### config.mk
export PLATFORM = sky130hd
export DESIGN_NAME = rgb_frame_stream_deframer
export DESIGN_NICKNAME = d
export VERILOG_FILES = /design/src/rtl/core/rgbd_pkg.sv /design/src/rtl/core/rgbd_parser.sv /design/src/rtl/core/rgb_frame_stream_deframer.sv
export SDC_FILE = /design/constraint.sdc
export NUM_CORES = 1
export LEC_CHECK = 0
export ABC_AREA = 1
export BUFFER_PORTS_ARGS = -buffer_cell sky130_fd_sc_hd__clkbuf_2
export CAP_MARGIN = 20
export CORE_ASPECT_RATIO = 0.75
export CORE_MARGIN = 5
export CORE_UTILIZATION = 40
export DETAILED_ROUTE_END_ITERATION = 8
export SYNTH_ARGS = -nofsm -noshare
export SYNTH_HDL_FRONTEND = slang
export SYNTH_SLANG_ARGS = --single-unit
### constraint.sdc
create_clock -name clk -period 4.2 [get_ports clk]
set_input_delay 0.63 -clock clk [delete_from_list [all_inputs] [get_ports clk]]
set_output_delay 0.63 -clock clk [all_outputs]
set_load 0.02 [all_outputs]
### src/rtl/core/rgbd_pkg.sv
`timescale 1ns / 1ps
// ----------------------------------------------------------------------------
// rgbd_pkg
// Shared types and constants of the RGB frame stream deframer.
// ----------------------------------------------------------------------------
`default_nettype none

package rgbd_pkg;

  // Result field widths
  localparam int unsigned FIELD_W    = 16;
  localparam int unsigned COLOUR_W   = 8;
  localparam int unsigned MAX_DIM_W  = 16;

  // Frame layout
  localparam int unsigned HEADER_BYTES    = 8;
  localparam int unsigned BYTES_PER_PIXEL = 3;

  localparam logic [MAX_DIM_W-1:0] MAX_DIM_RESET = 16'd7680;

  // Input ops
  localparam logic OP_DATA    = 1'b0;
  localparam logic OP_RESTART = 1'b1;

  typedef enum logic [1:0] {
    KIND_FRAME_START = 2'd0,
    KIND_PIXEL       = 2'd1,
    KIND_DIM_ERROR   = 2'd2
  } kind_t;

  typedef struct packed {
    kind_t                kind;
    logic [FIELD_W-1:0]   frame_width;
    logic [FIELD_W-1:0]   frame_height;
    logic [COLOUR_W-1:0]  red;
    logic [COLOUR_W-1:0]  green;
    logic [COLOUR_W-1:0]  blue;
    logic [FIELD_W-1:0]   pixel_x;
    logic [FIELD_W-1:0]   pixel_y;
    logic                 end_of_frame;
  } result_t;

endpackage

`default_nettype wire

### src/rtl/core/rgbd_parser.sv
`timescale 1ns / 1ps
// ----------------------------------------------------------------------------
// rgbd_parser
// Header/pixel parser state and the per-word result logic.
// ----------------------------------------------------------------------------
`default_nettype none

module rgbd_parser #(
  parameter int unsigned DIM_BITS = 16
) (
  input  wire logic                            clk,
  input  wire logic                            rst,
  input  wire logic                            step,
  input  wire logic                            op,
  input  wire logic [7:0]                      data_byte,
  input  wire logic [rgbd_pkg::MAX_DIM_W-1:0]  max_dimension,
  output logic                                 has_result,
  output rgbd_pkg::result_t                    res
);

  // Stored dimensions never exceed max_dimension, so 16 bits cover them
  localparam int unsigned DW = (DIM_BITS < rgbd_pkg::FIELD_W) ? DIM_BITS
                                                              : rgbd_pkg::FIELD_W;
  localparam logic [32:0] DIM_LIMIT_W = (33'd1 << DIM_BITS) - 33'd1;
  localparam logic [31:0] DIM_LIMIT   = DIM_LIMIT_W[31:0];
  localparam int unsigned HIDX_W = $clog2(rgbd_pkg::HEADER_BYTES);
  localparam logic [HIDX_W-1:0] HIDX_LAST = HIDX_W'(rgbd_pkg::HEADER_BYTES - 1);
  localparam logic [1:0] TRIPLE_LAST = 2'(rgbd_pkg::BYTES_PER_PIXEL - 1);

  typedef enum logic [1:0] {
    PH_HEADER = 2'd0,
    PH_PIXELS = 2'd1,
    PH_HALTED = 2'd2
  } phase_t;

  phase_t             phase, phase_next;
  logic [HIDX_W-1:0]  hdr_idx, hdr_idx_next;
  logic [7:0]         hdr [rgbd_pkg::HEADER_BYTES-1];
  logic [DW-1:0]      cur_width, cur_width_next;
  logic [DW-1:0]      cur_height, cur_height_next;
  logic [DW-1:0]      col_count, col_count_next;
  logic [DW-1:0]      row_count, row_count_next;
  logic [1:0]         triple, triple_next;
  logic [7:0]         held_red, held_red_next;
  logic [7:0]         held_green, held_green_next;

  logic [31:0] hw, hh;
  logic        w_ok, h_ok;
  logic        last_col, last_row, eof;

  // Width is bytes 0..3, height bytes 4..6 plus the incoming byte
  assign hw = {hdr[3], hdr[2], hdr[1], hdr[0]};
  assign hh = {data_byte, hdr[6], hdr[5], hdr[4]};

  assign w_ok = (hw != 32'd0) && (hw <= {16'd0, max_dimension}) && (hw <= DIM_LIMIT);
  assign h_ok = (hh != 32'd0) && (hh <= {16'd0, max_dimension}) && (hh <= DIM_LIMIT);

  assign last_col = ({1'b0, col_count} + 1'b1) >= {1'b0, cur_width};
  assign last_row = ({1'b0, row_count} + 1'b1) >= {1'b0, cur_height};
  assign eof      = last_col && last_row;

  always_comb begin
    phase_next      = phase;
    hdr_idx_next    = hdr_idx;
    cur_width_next  = cur_width;
    cur_height_next = cur_height;
    col_count_next  = col_count;
    row_count_next  = row_count;
    triple_next     = triple;
    held_red_next   = held_red;
    held_green_next = held_green;
    has_result      = 1'b0;
    res             = '0;

    if (op == rgbd_pkg::OP_RESTART) begin
      phase_next      = PH_HEADER;
      hdr_idx_next    = '0;
      cur_width_next  = '0;
      cur_height_next = '0;
      col_count_next  = '0;
      row_count_next  = '0;
      triple_next     = '0;
      held_red_next   = '0;
      held_green_next = '0;
    end else begin
      case (phase)
        PH_HEADER: begin
          hdr_idx_next = hdr_idx + 1'b1;
          if (hdr_idx == HIDX_LAST) begin
            has_result       = 1'b1;
            res.frame_width  = (|hw[31:16]) ? 16'hFFFF : hw[15:0];
            res.frame_height = (|hh[31:16]) ? 16'hFFFF : hh[15:0];
            if (!w_ok || !h_ok) begin
              res.kind   = rgbd_pkg::KIND_DIM_ERROR;
              phase_next = PH_HALTED;
            end else begin
              res.kind        = rgbd_pkg::KIND_FRAME_START;
              cur_width_next  = hw[DW-1:0];
              cur_height_next = hh[DW-1:0];
              col_count_next  = '0;
              row_count_next  = '0;
              triple_next     = '0;
              phase_next      = PH_PIXELS;
            end
          end
        end
        PH_PIXELS: begin
          if (triple == 2'd0) begin
            held_red_next = data_byte;
            triple_next   = 2'd1;
          end else if (triple != TRIPLE_LAST) begin
            held_green_next = data_byte;
            triple_next     = triple + 1'b1;
          end else begin
            has_result       = 1'b1;
            res.kind         = rgbd_pkg::KIND_PIXEL;
            res.frame_width  = rgbd_pkg::FIELD_W'(cur_width);
            res.frame_height = rgbd_pkg::FIELD_W'(cur_height);
            res.red          = held_red;
            res.green        = held_green;
            res.blue         = data_byte;
            res.pixel_x      = rgbd_pkg::FIELD_W'(col_count);
            res.pixel_y      = rgbd_pkg::FIELD_W'(row_count);
            res.end_of_frame = eof;
            triple_next      = '0;
            if (eof) begin
              phase_next     = PH_HEADER;
              hdr_idx_next   = '0;
              col_count_next = '0;
              row_count_next = '0;
            end else if (last_col) begin
              col_count_next = '0;
              row_count_next = row_count + 1'b1;
            end else begin
              col_count_next = col_count + 1'b1;
            end
          end
        end
        default: begin
          // halted (and the unused code): drop data
        end
      endcase
    end
  end

  always_ff @(posedge clk) begin
    if (rst) begin
      phase      <= PH_HEADER;
      hdr_idx    <= '0;
      cur_width  <= '0;
      cur_height <= '0;
      col_count  <= '0;
      row_count  <= '0;
      triple     <= '0;
      held_red   <= '0;
      held_green <= '0;
    end else if (step) begin
      phase      <= phase_next;
      hdr_idx    <= hdr_idx_next;
      cur_width  <= cur_width_next;
      cur_height <= cur_height_next;
      col_count  <= col_count_next;
      row_count  <= row_count_next;
      triple     <= triple_next;
      held_red   <= held_red_next;
      held_green <= held_green_next;
    end
  end

  // Header bytes are each written before use, so no reset
  always_ff @(posedge clk) begin
    if (step && (op == rgbd_pkg::OP_DATA) && (phase == PH_HEADER) &&
        (hdr_idx != HIDX_LAST)) begin
      hdr[hdr_idx] <= data_byte;
    end
  end

`ifndef NO_ASSERTIONS
  a_dims_nonzero: assert property (@(posedge clk) disable iff (rst)
    (phase == PH_PIXELS) |-> (cur_width != '0) && (cur_height != '0))
    else $error("pixel phase with a zero dimension");

  a_pos_in_frame: assert property (@(posedge clk) disable iff (rst)
    (phase == PH_PIXELS) |-> (col_count < cur_width) && (row_count < cur_height))
    else $error("pixel position outside frame");
`endif

endmodule

`default_nettype wire

### src/rtl/core/rgb_frame_stream_deframer.sv
`timescale 1ns / 1ps
// ----------------------------------------------------------------------------
// rgb_frame_stream_deframer
// Splits a byte stream into frame-start, pixel and error words.
// ----------------------------------------------------------------------------
//
//  channel  | direction | handshake          | payload
//  ---------+-----------+--------------------+-----------------------------------
//  in       | sink      | in_valid/in_stall  | op, data_byte
//  out      | source    | out_valid/out_stall| kind, frame_width, frame_height,
//           |           |                    | red, green, blue, pixel_x,
//           |           |                    | pixel_y, end_of_frame
//  cfg      | sink      | cfg_valid/cfg_ready| max_dimension
//
//  One input word per cycle while the output does not stall. A word passes
//  the input register, then parser logic into the result register.
//  rst (synchronous) clears the parser, empties both registers and sets
//  max_dimension to 7680.
//  A stalled output holds the result register; the input register still
//  takes one word and, if that word gives no result, keeps flowing.
//  Write max_dimension only while the block holds no word.
//
`default_nettype none

module rgb_frame_stream_deframer #(
  parameter int unsigned DIM_BITS = 16
) (
  input  wire logic                             clk,
  input  wire logic                             rst,

  // input words
  input  wire logic                             in_valid,
  output logic                                  in_stall,
  input  wire logic                             op,
  input  wire logic [7:0]                       data_byte,

  // result words
  output logic                                  out_valid,
  input  wire logic                             out_stall,
  output logic [1:0]                            kind,
  output logic [rgbd_pkg::FIELD_W-1:0]          frame_width,
  output logic [rgbd_pkg::FIELD_W-1:0]          frame_height,
  output logic [rgbd_pkg::COLOUR_W-1:0]         red,
  output logic [rgbd_pkg::COLOUR_W-1:0]         green,
  output logic [rgbd_pkg::COLOUR_W-1:0]         blue,
  output logic [rgbd_pkg::FIELD_W-1:0]          pixel_x,
  output logic [rgbd_pkg::FIELD_W-1:0]          pixel_y,
  output logic                                  end_of_frame,

  // configuration
  input  wire logic                             cfg_valid,
  output logic                                  cfg_ready,
  input  wire logic [rgbd_pkg::MAX_DIM_W-1:0]   max_dimension
);

  // Input register
  logic        s1_valid;
  logic        s1_op;
  logic [7:0]  s1_byte;

  // Config register
  logic [rgbd_pkg::MAX_DIM_W-1:0] max_dim;

  // Result register
  rgbd_pkg::result_t out_res;

  logic              has_result;
  rgbd_pkg::result_t res;
  logic              advance;
  logic              load;

  // A word leaves the input register unless its result would hit a full,
  // stalled result register.
  assign advance  = s1_valid && (!has_result || !out_valid || !out_stall);
  assign in_stall = s1_valid && !advance;
  assign load     = in_valid && !in_stall;

  // Accept writes only with the input register empty
  assign cfg_ready = !s1_valid;

  rgbd_parser #(
    .DIM_BITS (DIM_BITS)
  ) u_parser (
    .clk           (clk),
    .rst           (rst),
    .step          (advance),
    .op            (s1_op),
    .data_byte     (s1_byte),
    .max_dimension (max_dim),
    .has_result    (has_result),
    .res           (res)
  );

  always_ff @(posedge clk) begin
    if (rst) begin
      s1_valid  <= 1'b0;
      out_valid <= 1'b0;
      max_dim   <= rgbd_pkg::MAX_DIM_RESET;
    end else begin
      if (load) begin
        s1_valid <= 1'b1;
      end else if (advance) begin
        s1_valid <= 1'b0;
      end

      if (advance && has_result) begin
        out_valid <= 1'b1;
      end else if (!out_stall) begin
        out_valid <= 1'b0;
      end

      if (cfg_valid && cfg_ready) begin
        max_dim <= max_dimension;
      end
    end
  end

  // Payload registers, no reset
  always_ff @(posedge clk) begin
    if (load) begin
      s1_op   <= op;
      s1_byte <= data_byte;
    end
    if (advance && has_result) begin
      out_res <= res;
    end
  end

  assign kind         = out_res.kind;
  assign frame_width  = out_res.frame_width;
  assign frame_height = out_res.frame_height;
  assign red          = out_res.red;
  assign green        = out_res.green;
  assign blue         = out_res.blue;
  assign pixel_x      = out_res.pixel_x;
  assign pixel_y      = out_res.pixel_y;
  assign end_of_frame = out_res.end_of_frame;

`ifndef NO_ASSERTIONS
  a_eof_at_corner: assert property (@(posedge clk) disable iff (rst)
    (out_valid && (out_res.kind == rgbd_pkg::KIND_PIXEL) && out_res.end_of_frame) |->
      ((out_res.pixel_x + 16'd1) == out_res.frame_width) &&
      ((out_res.pixel_y + 16'd1) == out_res.frame_height))
    else $error("end of frame away from the last pixel");

  a_header_word_clean: assert property (@(posedge clk) disable iff (rst)
    (out_valid && (out_res.kind != rgbd_pkg::KIND_PIXEL)) |->
      (out_res.red == '0) && (out_res.pixel_x == '0) && (out_res.pixel_y == '0) &&
      !out_res.end_of_frame)
    else $error("pixel fields set on a header word");
`endif

endmodule

`default_nettype wire
# After elaboration in Yosys (flattened, before gate mapping)
# Memories as Yosys holds them, arrays and structs flattened.
# Cells that the tools add are included.
dict set report word_totals {
  register_bits 205
  mem_bits_rw 56
  in_bits 30
  output_inout_bits 94
  elab_cells 162
  memories 1
}
dict set report classes {
  addsub 6
  magnitude_cmp 6
  n_eq_ne 13
  n_mux 65
  bitwise 2
  n_reduce_logical 46
}
# memory words word_bits rd rd_clocked_by_memory_dff write_ports line_no
set memory_table {}
lappend memory_table {u_parser.hdr 7 8 7 0 1 rgbd_parser.sv:38} ;# logic [7:0] hdr [rgbd_pkg::HEADER_BYTES-1];
# op count
set ops {}
lappend ops {{two-way mux 16 bit} 22}
lappend ops {{two-way mux 91 bit} 1}
lappend ops {{two-way mux 90 bit} 1}
lappend ops {{case mux 34 bit (2 select lines)} 1}
lappend ops {{less-or-equal comparator 32 x 16 -> 1 bit} 2}
lappend ops {{less-or-equal comparator 32 x 16 -> 1 bit, second input constant} 2}
lappend ops {{case mux 16 bit (2 select lines)} 2}
lappend ops {{nonzero test 32 bit} 2}
lappend ops {{two-way mux 8 bit} 7}
lappend ops {{adder 16 x 1 -> 17 bit, second input constant} 2}
lappend ops {{greater-or-equal comparator 17 x 16 -> 1 bit} 2}
lappend ops {{two-way mux 34 bit} 1}
lappend ops {{adder 16 x 1 -> 16 bit, second input constant} 2}
lappend ops {{OR reduction 16 bit} 2}
lappend ops {{two-way mux 2 bit} 12}
lappend ops {{logical AND 1 bit} 13}
lappend ops {{two-way mux 3 bit} 4}
lappend ops {{!= test 3 bit, second input constant} 4}
lappend ops {{AND reduction 4 bit} 3}
lappend ops {{AND reduction 6 bit} 2}
lappend ops {{nonzero test 2 bit} 6}
lappend ops {{two-way mux 1 bit} 10}
lappend ops {{zero test 1 bit} 8}
lappend ops {{case mux 2 bit (2 select lines)} 2}
lappend ops {{other kinds (18)} 25}

# Longest topological paths before layout
# Gate-level depths: netlist of run 1.
dict set report depth {
  ltp_word 14
  depth_mapped 23
  ltp_nobuf 22
}

# Modules after synthesis
# A second synthesis of run 1 with hierarchy kept.
dict set report hier_totals {
  hier_cells 1405
  hier_area_um2 12549.5
}
# module n_inst cells_per_inst area_each_um2 seq_area_each_um2
set by_module_without_submodules {}
lappend by_module_without_submodules {rgbd_parser 1 1217 8849.7 3423.3}
lappend by_module_without_submodules {rgb_frame_stream_deframer 1 188 3699.8 3363.2}

# Least setup slack after synthesis of run 1
# OpenSTA, ideal clock, no wires.
dict set report synth_timing {
  path_kind {reg-to-reg}
  from {reg u_parser.hdr_idx[1]}
  to {reg out_res, in the netlist blue[0], enable pin}
  arrival_time_ns 2.948
  setup_slack_ns 0.807
  path_stages_with_launch 10
  n_path_buf 0
  period_less_slack_ns 3.393
  cell_sequence {dfxtp_1 -> ha_1 -> ha_1 -> nand2_1 -> o21ai_2 -> nand2_1 -> nand2_2 -> inv_1 -> nand2_1 -> inv_1}
}
dict set report synth_between {
  elab_chain_cells 9
}
# item line_no
set synth_lines {}
lappend synth_lines {{from (decl)} rgbd_parser.sv:37} ;# logic [HIDX_W-1:0] hdr_idx, hdr_idx_next;
lappend synth_lines {{from (signal assigned)} rgbd_parser.sv:159} ;# hdr_idx <= hdr_idx_next;
lappend synth_lines {{equality test 3 bit (*)} rgbd_parser.sv:89} ;# if (hdr_idx == HIDX_LAST) begin
lappend synth_lines {{two-way mux 1 bit (*)} rgbd_parser.sv:89}
lappend synth_lines {{case mux 1 bit (2 select lines) (*)} rgbd_parser.sv:86} ;# case (phase)
lappend synth_lines {{two-way mux 1 bit (*)} rgbd_parser.sv:75} ;# if (op == rgbd_pkg::OP_RESTART) begin
lappend synth_lines {{zero test 1 bit} rgb_frame_stream_deframer.sv:74} ;# assign advance = s1_valid && (!has_result || !out_valid || !out_stall);
lappend synth_lines {{logical OR 1 bit (2 in series)} rgb_frame_stream_deframer.sv:74}
lappend synth_lines {{logical AND 1 bit} rgb_frame_stream_deframer.sv:74}
lappend synth_lines {{logical AND 1 bit (*)} rgb_frame_stream_deframer.sv:124} ;# if (advance && has_result) begin
lappend synth_lines {{to (signal assigned)} rgb_frame_stream_deframer.sv:125} ;# out_res <= res;
lappend synth_lines {{to (decl)} rgb_frame_stream_deframer.sv:65} ;# rgbd_pkg::result_t out_res;
# Every way passes the cells marked *; elsewhere a longest branch is shown, timed or not.
# A chain may end at the register's enable or synchronous reset.

# Worst setup path after layout of run 1
dict set report layout_timing {
  from {reg u_parser.col_count[2]}
  to {reg u_parser.hdr_idx[1]}
}
dict set report layout_between {
  elab_chain_cells 5
}
# item line_no
set layout_lines {}
lappend layout_lines {{from (decl)} rgbd_parser.sv:41} ;# logic [DW-1:0] col_count, col_count_next;
lappend layout_lines {{from (signal assigned)} rgbd_parser.sv:162} ;# col_count <= col_count_next;
lappend layout_lines {{adder 16 x 1 -> 17 bit} rgbd_parser.sv:58} ;# assign last_col = ({1'b0, col_count} + 1'b1) >= {1'b0, cur_width};
lappend layout_lines {{greater-or-equal comparator 17 x 16 -> 1 bit} rgbd_parser.sv:58}
lappend layout_lines {{logical AND 1 bit} rgbd_parser.sv:60} ;# assign eof = last_col && last_row;
lappend layout_lines {{!= test 3 x 2 -> 1 bit (no source line)} n/a}
lappend layout_lines {{AND reduction 5 bit (no source line)} n/a}
# No other way between the ends.

==> results of run 1 <==
worst max-delay path: cells and delay by family (launching register included):
family	cells	cell delay (ns)
flops	1	0.40
xor+xnor	1	0.17
simple gates	14	2.68
fa+ha+maj	1	0.37
per-layer routing:
layer  routed length, um  global-route usage, %
met2               14340                  28.21
met1               15970                  26.87
met4                 562                  3.186
met5                   0                      0
met3                1872                  3.595
synthesized netlist by cell type (2+ instances only):
| cell type | n |
|---|---|
| buf_2 | 12 |
| nand3_2 | 3 |
| ha_1 | 68 |
| clkbuf_1 | 27 |
| o211ai_1 | 6 |
| nor2_1 | 209 |
| xor2_1 | 25 |
| inv_1 | 201 |
| inv_2 | 25 |
| dfxtp_1 | 105 |
| o21ai_0 | 37 |
| buf_6 | 7 |
| edfxtp_1 | 156 |
| nand2_1 | 289 |
| nor3_2 | 3 |
| o21bai_1 | 2 |
| nand4_1 | 33 |
| nand3_1 | 80 |
| a21oi_1 | 108 |
| nand4_2 | 2 |
| nand2_2 | 6 |
| nor2_2 | 6 |
| nor3_1 | 19 |
| nor2_4 | 2 |
| buf_1 | 12 |
| nor4_1 | 3 |
| buf_4 | 2 |
| a22oi_1 | 32 |
power by group through the flow:
stage / sequential [mW] / combinational, mW / clock, mW
finish: 2.86 / 0.643 / 2.59
global route: 2.87 / 0.744 / 2.76
CTS: 2.86 / 0.645 / 2.65
detailed placement: 2.92 / 0.642 / 0
global placement: 2.91 / 0.628 / 0
floorplan: 2.88 / 0.502 / 0
area by class of cell:
class	instances	area, um^2
fillers	3107	17210
flip-flops and latches	261	6787
multi-input cells	945	5000
inverters	227	853.3
clock buffers	38	820.8
repair buffers	141	783.3
well taps	442	553.0
clock inverters	14	158.9
cells in the final DEF (no fill, tap or decap), types with 37 or more instances in the layout:
cell type	instances
dfxtp_1	105
a21oi_1	107
clkbuf_2	123
ha_1	68
edfxtp_1	156
nand3_1	80
nor2_1	208
nand2_1	289
o21ai_0	37
inv_1	200
stage by stage:
stage               power (mW)  hold WS (ns)  utilization, %  worst slack, ns
detailed placement       3.557        0.4482           43.37           0.5832
finish                   6.089        0.2387           46.50           0.4586
floorplan                3.381        0.4300               -           0.8075
global route             6.379        0.2098           46.50          0.07519
CTS                      6.151        0.2091           46.41           0.5728
global placement         3.540        0.4419           43.37           0.6391
kinds of logic after synthesis:
| logic type | after synthesis | synth area share, % |
|---|---|---|
| simple gates | 659 | 21.74 |
| buf+inv | 287 | 8.916 |
| flops | 261 | 52.51 |
| compound gates | 193 | 8.558 |
| fa+ha+maj | 68 | 6.583 |
| xor+xnor | 25 | 1.694 |
worst paths after layout:
check                         end  slack [ns]  cells past startpoint
max reg2reg   u_parser.hdr_idx[1]        0.46                     16
min reg2reg  u_parser.held_red[7]        0.45                      2
max           u_parser.hdr_idx[1]        0.46                     16
min                    s1_byte[1]        0.24                      1
==> flow_metrics.env, run 1 <==
export IMPL_outcome="finished, final reports clean"
export IMPL_power_switching_mw=1.541
export IMPL_syn_area_um2=12920
export IMPL_vias=10060
export IMPL_finClkSkew_ns=0.01985
export IMPL_setup_viol=0
export IMPL_postCtsResizedCells=0
export IMPL_min_from="data_byte[1]"
export IMPL_ir_drop_uv=272.9
export IMPL_worstSetupStartpointType="flop"
export IMPL_synthTopCellsByArea="edfxtp_1 (36%), dfxtp_1 (16%), nand2_1 (8.4%)"
export IMPL_clockRootBuffer="clkbuf_16"
export IMPL_cts_buffers_inserted=28
export IMPL_slew_violations=0
export IMPL_path_common_cell="nand3_1"
export IMPL_intPower_mw=4.549
export IMPL_setup_tns_ns=0
export IMPL_netlist_top_cell_by_area="edfxtp_1"
export IMPL_path_class="reg -> reg"
export IMPL_hp_class="in -> reg"
export IMPL_crit_chain="nand3_1 -> nor3_1 -> nand3_1 -> nor3_2 -> nand2_1 -> xor2_1 -> ha_1 -> nand4_1 -> nor4_1 -> nand2_1 -> nand3_1 -> nand2_2 -> nand2_2 -> nand3_1 -> nand2_1 -> nor2_1"
export IMPL_critPathRequiredTime_ns=4.66
export IMPL_yosysUniqueCellTypes=41
export IMPL_ys_ff_latch=261
export IMPL_io_buffers=123
export IMPL_area_growth_pct=15.71
export IMPL_max_freq_mhz=267.3
export IMPL_synth_edff_count=156
export IMPL_clkSinkCount=261
export IMPL_die_area_um2=36050
export IMPL_rows=57
export IMPL_cts_hold_buf=0
export IMPL_r2r_start="u_parser.col_count[2]"
export IMPL_grt_max_degree=65
export IMPL_synthCells=1493
export IMPL_antenna_found_initial=0
export IMPL_post_dp_cell_area_um2=13950
export IMPL_hold_viol=0
export IMPL_synth_nets=1591
export IMPL_fin_area_um2=14960
export IMPL_regMostFlops="u_parser.hdr"
export IMPL_h_tree_depth=1
export IMPL_synth_warnings=0
export IMPL_period_minus_slack_ns=3.741
export IMPL_drtAntennaViolNets=0
export IMPL_die_height_um=165.7
export IMPL_synth_top_area_share_pct=36.24
export IMPL_relSlewSlack_pct=27.76
export IMPL_clk_latency_ns=0.57
export IMPL_cellPowerDensity_nw_per_um2=407.2
export IMPL_die_w_um=217.6
export IMPL_firstDrtPassIters=5
export IMPL_drv_cap=0
export IMPL_grt_pass1_wl_um=53600
export IMPL_power_share_clock_pct=42.5
export IMPL_drive_above_1_share_pct=14.88
export IMPL_synthFlopType="edfxtp_1"
export IMPL_placedCellCount=2015
export IMPL_cp_data_arrival_time_ns=4.20
export IMPL_cts_buffer_depth=3
export IMPL_largest_reg_flops=56
export IMPL_cts_tree="built"
export IMPL_p_seq_share_pct=47.0
export IMPL_worstSetupStartpoint="u_parser.col_count[2]"
export IMPL_power_frac_comb_pct=10.6
export IMPL_place_gp_congestion=0.8672
export IMPL_first_global_vias=9869
export IMPL_ys_seq_area_share_pct=52.51
export IMPL_syn_avg_cell_area_um2=8.657
export IMPL_p_leak_nw=6.052
export IMPL_dp_hpwl_um=23560
export IMPL_grt_total_usage_pct=18.18
export IMPL_tightestPinTransition_ns=1.075
export IMPL_diodes=0
export IMPL_min_period_over_period_pct=89.08
export IMPL_core_um2=32160
export IMPL_dr_first_iter_drc_count=762
export IMPL_io_pins=124
export IMPL_slowest_delay_ns=0.40
export IMPL_p_sw_share_pct=25.30
export IMPL_clk_pin_slew_worst_paths_ns=0.06
export IMPL_rsz0062_at_grt="no"
export IMPL_start_util_pct=40.18
export IMPL_fin_nets=1702
export IMPL_cp_max_fo=18
export IMPL_drcViolationCount=0
export IMPL_async_reset_ff_share_pct=0
export IMPL_cpMaxStageDelayCell="dfxtp_1"
export IMPL_avgViaCountPerCell=4.863
export IMPL_cp_end_kind="flop"
export IMPL_cts_setup_buffers=0
export IMPL_wl_per_cell_um=15.83
export IMPL_gr_total_overflow=0
export IMPL_wl_um=32740
export IMPL_instances_no_fill=2068
(Power assumes the default switching activity.)
==> run 2, diff against run 1 <==
==> constraint.sdc (replaced) <==
create_clock -name clk -period 4.41 [get_ports clk]
set_input_delay 0.6615 -clock clk [delete_from_list [all_inputs] [get_ports clk]]
set_output_delay 0.6615 -clock clk [all_outputs]
set_load 0.02 [all_outputs]
==> run 2 against run 1 <==
Against the previous run:
- combinational power shrank 4.7%
- via count up 0.88%
- clock-buffer cell count grew 5
- design area decreased by 0.52%
- total power down 6.8%
- core utilization fell by 0.24 points
- wire length increased by 0.39%
==> flow_metrics.env, run 2 (synthesized netlist as in run 1, its figures left out) <==
export IMPL_core_um2=32160
export IMPL_hp_class="in -> reg"
export IMPL_period_minus_slack_ns=3.619
export IMPL_grt_total_usage_pct=17.98
export IMPL_dp_hpwl_um=23470
export IMPL_fin_total_pwr_mw=5.674
export IMPL_finClkSkew_ns=0.02440
export IMPL_clkSinkCount=261
export IMPL_die_w_um=217.6
export IMPL_drive_above_1_share_pct=14.33
export IMPL_min_period_over_period_pct=82.05
export IMPL_tightestPinTransition_ns=1.012
export IMPL_regMostFlops="u_parser.hdr"
export IMPL_seqCellArea_um2=6787
export IMPL_power_frac_comb_pct=10.8
export IMPL_p_seq_share_pct=48.0
export IMPL_cts_hold_buf=0
export IMPL_cp_end_kind="flop"
export IMPL_drv_cap=0
export IMPL_drtAntennaViolNets=0
export IMPL_worstSetupStartpointType="flop"
export IMPL_ir_drop_uv=247.9
export IMPL_die_area_um2=36050
export IMPL_die_height_um=165.7
export IMPL_wl_per_cell_um=15.90
export IMPL_clk_latency_ns=0.56
export IMPL_postCtsResizedCells=0
export IMPL_h_tree_depth=1
export IMPL_path_class="reg -> reg"
export IMPL_largest_reg_flops=56
export IMPL_diodes=0
export IMPL_power_switching_mw=1.438
export IMPL_first_global_vias=9749
export IMPL_cts_setup_buffers=0
export IMPL_layout_cells_most_common="nand2_1"
export IMPL_hold_viol=0
export IMPL_setup_tns_ns=0
export IMPL_antenna_found_initial=0
export IMPL_clk_pin_slew_worst_paths_ns=0.06
export IMPL_intPower_mw=4.236
export IMPL_io_pins=124
export IMPL_grt_max_degree=72
export IMPL_io_buffers=123
export IMPL_area_growth_pct=15.11
export IMPL_rows=57
export IMPL_cts_tree="built"
export IMPL_max_freq_mhz=276.3
export IMPL_gr_total_overflow=0
export IMPL_firstDrtPassIters=5
export IMPL_rsz0062_at_grt="no"
export IMPL_setup_viol=0
export IMPL_multiInputGateArea_um2=5000
export IMPL_fin_nets=1702
export IMPL_avgViaCountPerCell=4.906
export IMPL_drcViolationCount=0
export IMPL_clockRootBuffer="clkbuf_16"
export IMPL_grt_pass1_wl_um=52940
export IMPL_critPathRequiredTime_ns=4.86
export IMPL_power_share_clock_pct=41.2
export IMPL_dr_first_iter_drc_count=847
export IMPL_final_cell_mix="nand2_1 (289), nor2_1 (208), inv_1 (200), edfxtp_1 (156), clkbuf_2 (123)"
export IMPL_start_util_pct=40.18
export IMPL_fin_area_um2=14880
export IMPL_relSlewSlack_pct=32.43
export IMPL_wl_um=32870
export IMPL_cp_max_fo=18
export IMPL_p_leak_nw=6.008
export IMPL_cp_data_arrival_time_ns=4.07
export IMPL_outcome="finished, final reports clean"
export IMPL_p_sw_share_pct=25.34
export IMPL_n_fill_cell=3134
export IMPL_slew_violations=0
export IMPL_place_gp_congestion=0.8761
export IMPL_cellPowerDensity_nw_per_um2=381.4
export IMPL_vias=10150
export IMPL_cts_buffers_inserted=28
export IMPL_cts_buffer_depth=3
export IMPL_post_dp_cell_area_um2=13920
run 2: cell count changes in the layout (fill, tap and decap cells not counted), moves of 2 or more:
cell       change
buf_4          -4
clkbuf_1       +9
clkbuf_16      -2
clkbuf_4       +3
clkbuf_8       -2
clkinv_2       -3
run 2: final cells by class:
class	count	area share (%)
clock buffers	43	5.222
clock inverters	9	0.8578
repair buffers	141	5.248
well taps	442	3.717
inverters	227	5.735
multi-input cells	945	33.61
flip-flops and latches	261	45.61
run 2: stage by stage:
step	worst slack [ns]	hold WS (ns)	instances	util, %
after CTS	0.7981	0.2500	2064	46.10
after global routing	0.2826	0.2521	2068	46.26
final	0.7914	0.2725	2068	46.26
after floorplan	1.017	0.4300	1493	-
after global placement	0.8149	0.4391	2009	43.23
after detailed placement	0.8101	0.4538	2012	43.29
run 2: critical path, stage by stage (launching register included):
cell and delay [ns]:
dfxtp_1 0.40, nand3_1 0.15, nor3_1 0.29, nand3_1 0.23, nor3_2 0.27, nand2_1 0.11
xor2_1 0.17, ha_1 0.36, nand4_1 0.12, nor4_1 0.26, nand2_1 0.12, nand3_1 0.23
nand2_2 0.30, nand2_2 0.28, nand3_1 0.10, nand2_1 0.08, nor2_1 0.05
run 2: path summary, 6_finish.rpt:
path / startpoint / end / slack (ns) / cells past startpoint
setup / recovery: u_parser.col_count[2] / u_parser.hdr_idx[1] / 0.79 / 16
hold reg to reg: u_parser.held_green[0] / u_parser.held_green[0] / 0.46 / 2
hold / removal: data_byte[2] / s1_byte[2] / 0.27 / 1
setup reg to reg: u_parser.col_count[2] / u_parser.hdr_idx[1] / 0.79 / 16
run 2: power groups by stage:
stage | registers (mW) | logic (mW) | clock network, mW
floorplan | 2.74 | 0.478 | 0
global route | 2.73 | 0.706 | 2.50
global placement | 2.77 | 0.595 | 0
CTS | 2.72 | 0.613 | 2.40
detailed placement | 2.77 | 0.611 | 0
finish | 2.72 | 0.613 | 2.34
run 2: routing by layer:
layer | up-vias | wire length, um | GRT usage, %
met3 | 42 | 1996 | 3.704
met4 | 0 | 635 | 3.433
met2 | 235 | 14240 | 27.26
met1 | 4753 | 16000 | 26.93
li1 | 5116 | - | -
met5 | - | 0 | 0
==> run 3, diff against run 2 <==
--- a/config.mk
+++ b/config.mk
@@ -5,7 +5,7 @@
 export SDC_FILE = /design/constraint.sdc
 export NUM_CORES = 1
 export LEC_CHECK = 0
-export ABC_AREA = 1
+export ABC_AREA = 0
 export BUFFER_PORTS_ARGS = -buffer_cell sky130_fd_sc_hd__clkbuf_2
 export CAP_MARGIN = 20
 export CORE_ASPECT_RATIO = 0.75
==> constraint.sdc (replaced) <==
create_clock -name clk -period 3.62 [get_ports clk]
set_input_delay 0.543 -clock clk [delete_from_list [all_inputs] [get_ports clk]]
set_output_delay 0.543 -clock clk [all_outputs]
set_load 0.02 [all_outputs]
==> run 3 against run 2 <==
Against the previous run:
- largest cell class unchanged
- first-iteration DRC count down 23%
- critical path type unchanged
- cell count down 18%
- non-clock buffer count up 24
- largest power group unchanged
- via count down 10%
==> flow_metrics.env, run 3 <==
export IMPL_worstSetupStartpointType="flop"
export IMPL_synthCells=1141
export IMPL_clockRootBuffer="clkbuf_16"
export IMPL_drive_above_1_share_pct=19.01
export IMPL_synthTopCellsByArea="edfxtp_1 (39%), dfxtp_1 (17%), ha_1 (7.0%)"
export IMPL_dp_hpwl_um=22040
export IMPL_ys_top_cells_by_count="edfxtp_1 (156), dfxtp_1 (105), nand2_1 (102)"
export IMPL_gr_total_overflow=0
export IMPL_power_frac_comb_pct=4.0
export IMPL_n_fill_cell=2842
export IMPL_vias=9107
export IMPL_wl_per_cell_um=18.71
export IMPL_cts_buffers_inserted=27
export IMPL_synth_top_area_share_pct=38.67
export IMPL_power_switching_mw=1.371
export IMPL_netlist_top_cell_by_area="edfxtp_1"
export IMPL_period_minus_slack_ns=3.472
export IMPL_slowest_delay_ns=0.80
export IMPL_p_sw_share_pct=21.57
export IMPL_holdWs_ns=0.1776
export IMPL_p_leak_nw=5.024
export IMPL_syn_area_um2=12110
export IMPL_critPathRequiredTime_ns=4.05
export IMPL_fin_total_pwr_mw=6.355
export IMPL_yosys_area_share_simple_pct=16.98
export IMPL_grt_pass1_wl_um=49780
export IMPL_path_common_cell="a21oi_1"
export IMPL_muxShareOfSynthArea_pct=1.322
export IMPL_slew_violations=0
export IMPL_ys_seq_area_share_pct=56.03
export IMPL_clk_latency_ns=0.54
export IMPL_yosys_area_share_adder_pct=7.024
export IMPL_p_seq_share_pct=50.0
export IMPL_wl_um=31680
export IMPL_fin_nets=1372
export IMPL_cpMaxStageDelayCell="o31a_1"
export IMPL_first_global_vias=8830
export IMPL_clk_pin_slew_worst_paths_ns=0.06
export IMPL_yosysUniqueCellTypes=61
export IMPL_io_buffers=123
export IMPL_ir_drop_uv=314.5
export IMPL_antenna_found_initial=0
export IMPL_drcViolationCount=0
export IMPL_synthFlopType="edfxtp_1"
export IMPL_seqCellArea_um2=6797
export IMPL_io_pins=124
export IMPL_intPower_mw=4.984
export IMPL_hp_class="in -> reg"
export IMPL_largest_reg_flops=56
export IMPL_multiInputGateArea_um2=4923
export IMPL_setup_viol=0
export IMPL_setup_slack_ns=0.1482
export IMPL_clkSinkCount=261
export IMPL_cts_buffer_depth=3
export IMPL_dp_slack_ns=-0.04911
export IMPL_grt_max_degree=93
export IMPL_relSlewSlack_pct=25.85
export IMPL_grt_total_usage_pct=18.38
export IMPL_avgViaCountPerCell=5.379
export IMPL_cellPowerDensity_nw_per_um2=443.9
export IMPL_synth_compound_area_share_pct=12.88
export IMPL_final_util_pct=47.72
export IMPL_finClkSkew_ns=0.01145
export IMPL_max_freq_mhz=288.0
export IMPL_final_cell_mix="edfxtp_1 (156), clkbuf_2 (122), nand2_1 (102), dfxtp_1 (99), a21oi_1 (94)"
export IMPL_layout_cells_most_common="edfxtp_1"
export IMPL_start_util_pct=40.37
export IMPL_synth_edff_count=156
export IMPL_rsz0062_at_grt="no"
export IMPL_cts_hold_buf=0
export IMPL_cts_setup_buffers=0
export IMPL_cp_max_fo=24
export IMPL_die_height_um=160.7
export IMPL_drtAntennaViolNets=0
export IMPL_outcome="finished, final reports clean"
export IMPL_synth_most_common_cell="edfxtp_1"
export IMPL_dr_first_iter_drc_count=654
export IMPL_die_w_um=210.9
export IMPL_regMostFlops="u_parser.hdr"
export IMPL_cp_end_kind="flop"
export IMPL_crit_chain="ha_1 -> nor2b_1 -> o211ai_1 -> a21oi_1 -> o31ai_1 -> a21oi_1 -> o31a_1 -> buf_4 -> nor4_1 -> a31o_1"
export IMPL_die_area_um2=33900
export IMPL_power_share_clock_pct=45.9
export IMPL_synth_nets=1239
export IMPL_synth_xor_area_share_pct=1.880
export IMPL_ys_ff_latch=261
export IMPL_syn_avg_cell_area_um2=10.62
export IMPL_path_class="reg -> reg"
export IMPL_min_period_over_period_pct=95.91
export IMPL_cp_data_arrival_time_ns=3.91
export IMPL_async_reset_ff_share_pct=0
export IMPL_hold_viol=0
export IMPL_diodes=0
export IMPL_core_um2=30000
export IMPL_firstDrtPassIters=6
export IMPL_synth_warnings=0
export IMPL_synth_top_family_by_area="simple AND/OR/NAND/NOR gates"
export IMPL_h_tree_depth=1
export IMPL_place_gp_congestion=0.8827
export IMPL_tightestPinTransition_ns=1.112
export IMPL_cts_tree="built"
export IMPL_drv_cap=0
export IMPL_rows=55
export IMPL_area_growth_pct=18.20
[run 3: cell types whose count changed after synthesis, moves of 15 or more]
cell / change
and2_1: +58
clkbuf_1: +23
inv_1: -144
inv_2: -25
mux2i_1: +16
nand2_1: -187
nand3_1: -50
nor2_1: -117
nor4_1: +15
o21ai_0: +22
xnor2_1: +16
xor2_1: -15
[run 3: worst paths after layout]
path              slack, ns                     end  depth (start not counted)          startpoint
setup / recovery       0.15  u_parser.row_count[12]                         10  u_parser.hdr[4][1]
hold / removal         0.18              s1_byte[5]                          1        data_byte[5]
setup reg to reg       0.15  u_parser.row_count[12]                         10  u_parser.hdr[4][1]
hold reg to reg        0.46              max_dim[4]                          2          max_dim[4]
[run 3: per-stage QoR]
step / cells / setup TNS (ns) / instance area (um^2)
after floorplan: 1141 / 0 / 12120
after global placement: 1644 / 0 / 13330
after detailed placement: 1644 / -0.06591 / 13330
after CTS: 1693 / 0 / 14260
after global routing: 1693 / 0 / 14320
final: 1693 / 0 / 14320
[run 3: kinds of logic (layout without fill, tap and decap cells)]
group | count (synthesis) | in the layout
compound gates | 255 | 255
xor+xnor | 26 | 26
fa+ha+maj | 68 | 68
buf+inv | 118 | 271
flops | 261 | 261
mux | 16 | 16
simple gates | 397 | 397
[run 3: cell type report]
class / count / area share (%)
clock buffers: 30 / 4.868
multi-input cells: 762 / 34.39
clock inverters: 19 / 1.617
flip-flops and latches: 261 / 47.47
well taps: 399 / 3.487
inverters: 57 / 1.494
repair buffers: 165 / 6.677
[run 3: worst max-delay path, delay by kind of cell (launching register included)]
family	cells	cell delay (ns)
AO/OA/AOI/OAI	6	1.92
flip-flops	1	0.50
adder cells (fa/ha/maj)	1	0.35
buffers and inverters	1	0.35
AND/OR/NAND/NOR	2	0.24
[run 3: metal layers]
metal	share of wire, %	GRT usage (%)	vias to the layer above
met5	0	0	-
met2	43	27.85	258
met4	2.4	4.507	0
met3	6.5	4.042	49
met1	48	26.94	4404
li1	-	-	4396
[run 3: power by group through the flow]
| stage | sequential [mW] | combinational (mW) | clock, mW |
|---|---|---|---|
| after floorplan | 3.25 | 0.149 | 0 |
| after global placement | 3.24 | 0.252 | 0 |
| after CTS | 3.18 | 0.258 | 2.98 |
| after global routing | 3.18 | 0.285 | 3.11 |
| final | 3.18 | 0.257 | 2.92 |
| after detailed placement | 3.25 | 0.257 | 0 |
[run 3: what timing repair did]
item / 4_1_cts / 5_1_grt
resized for setup: 1 / 17
pin swaps: 0 / 1
endpoints found under the setup margin: 4 / 32
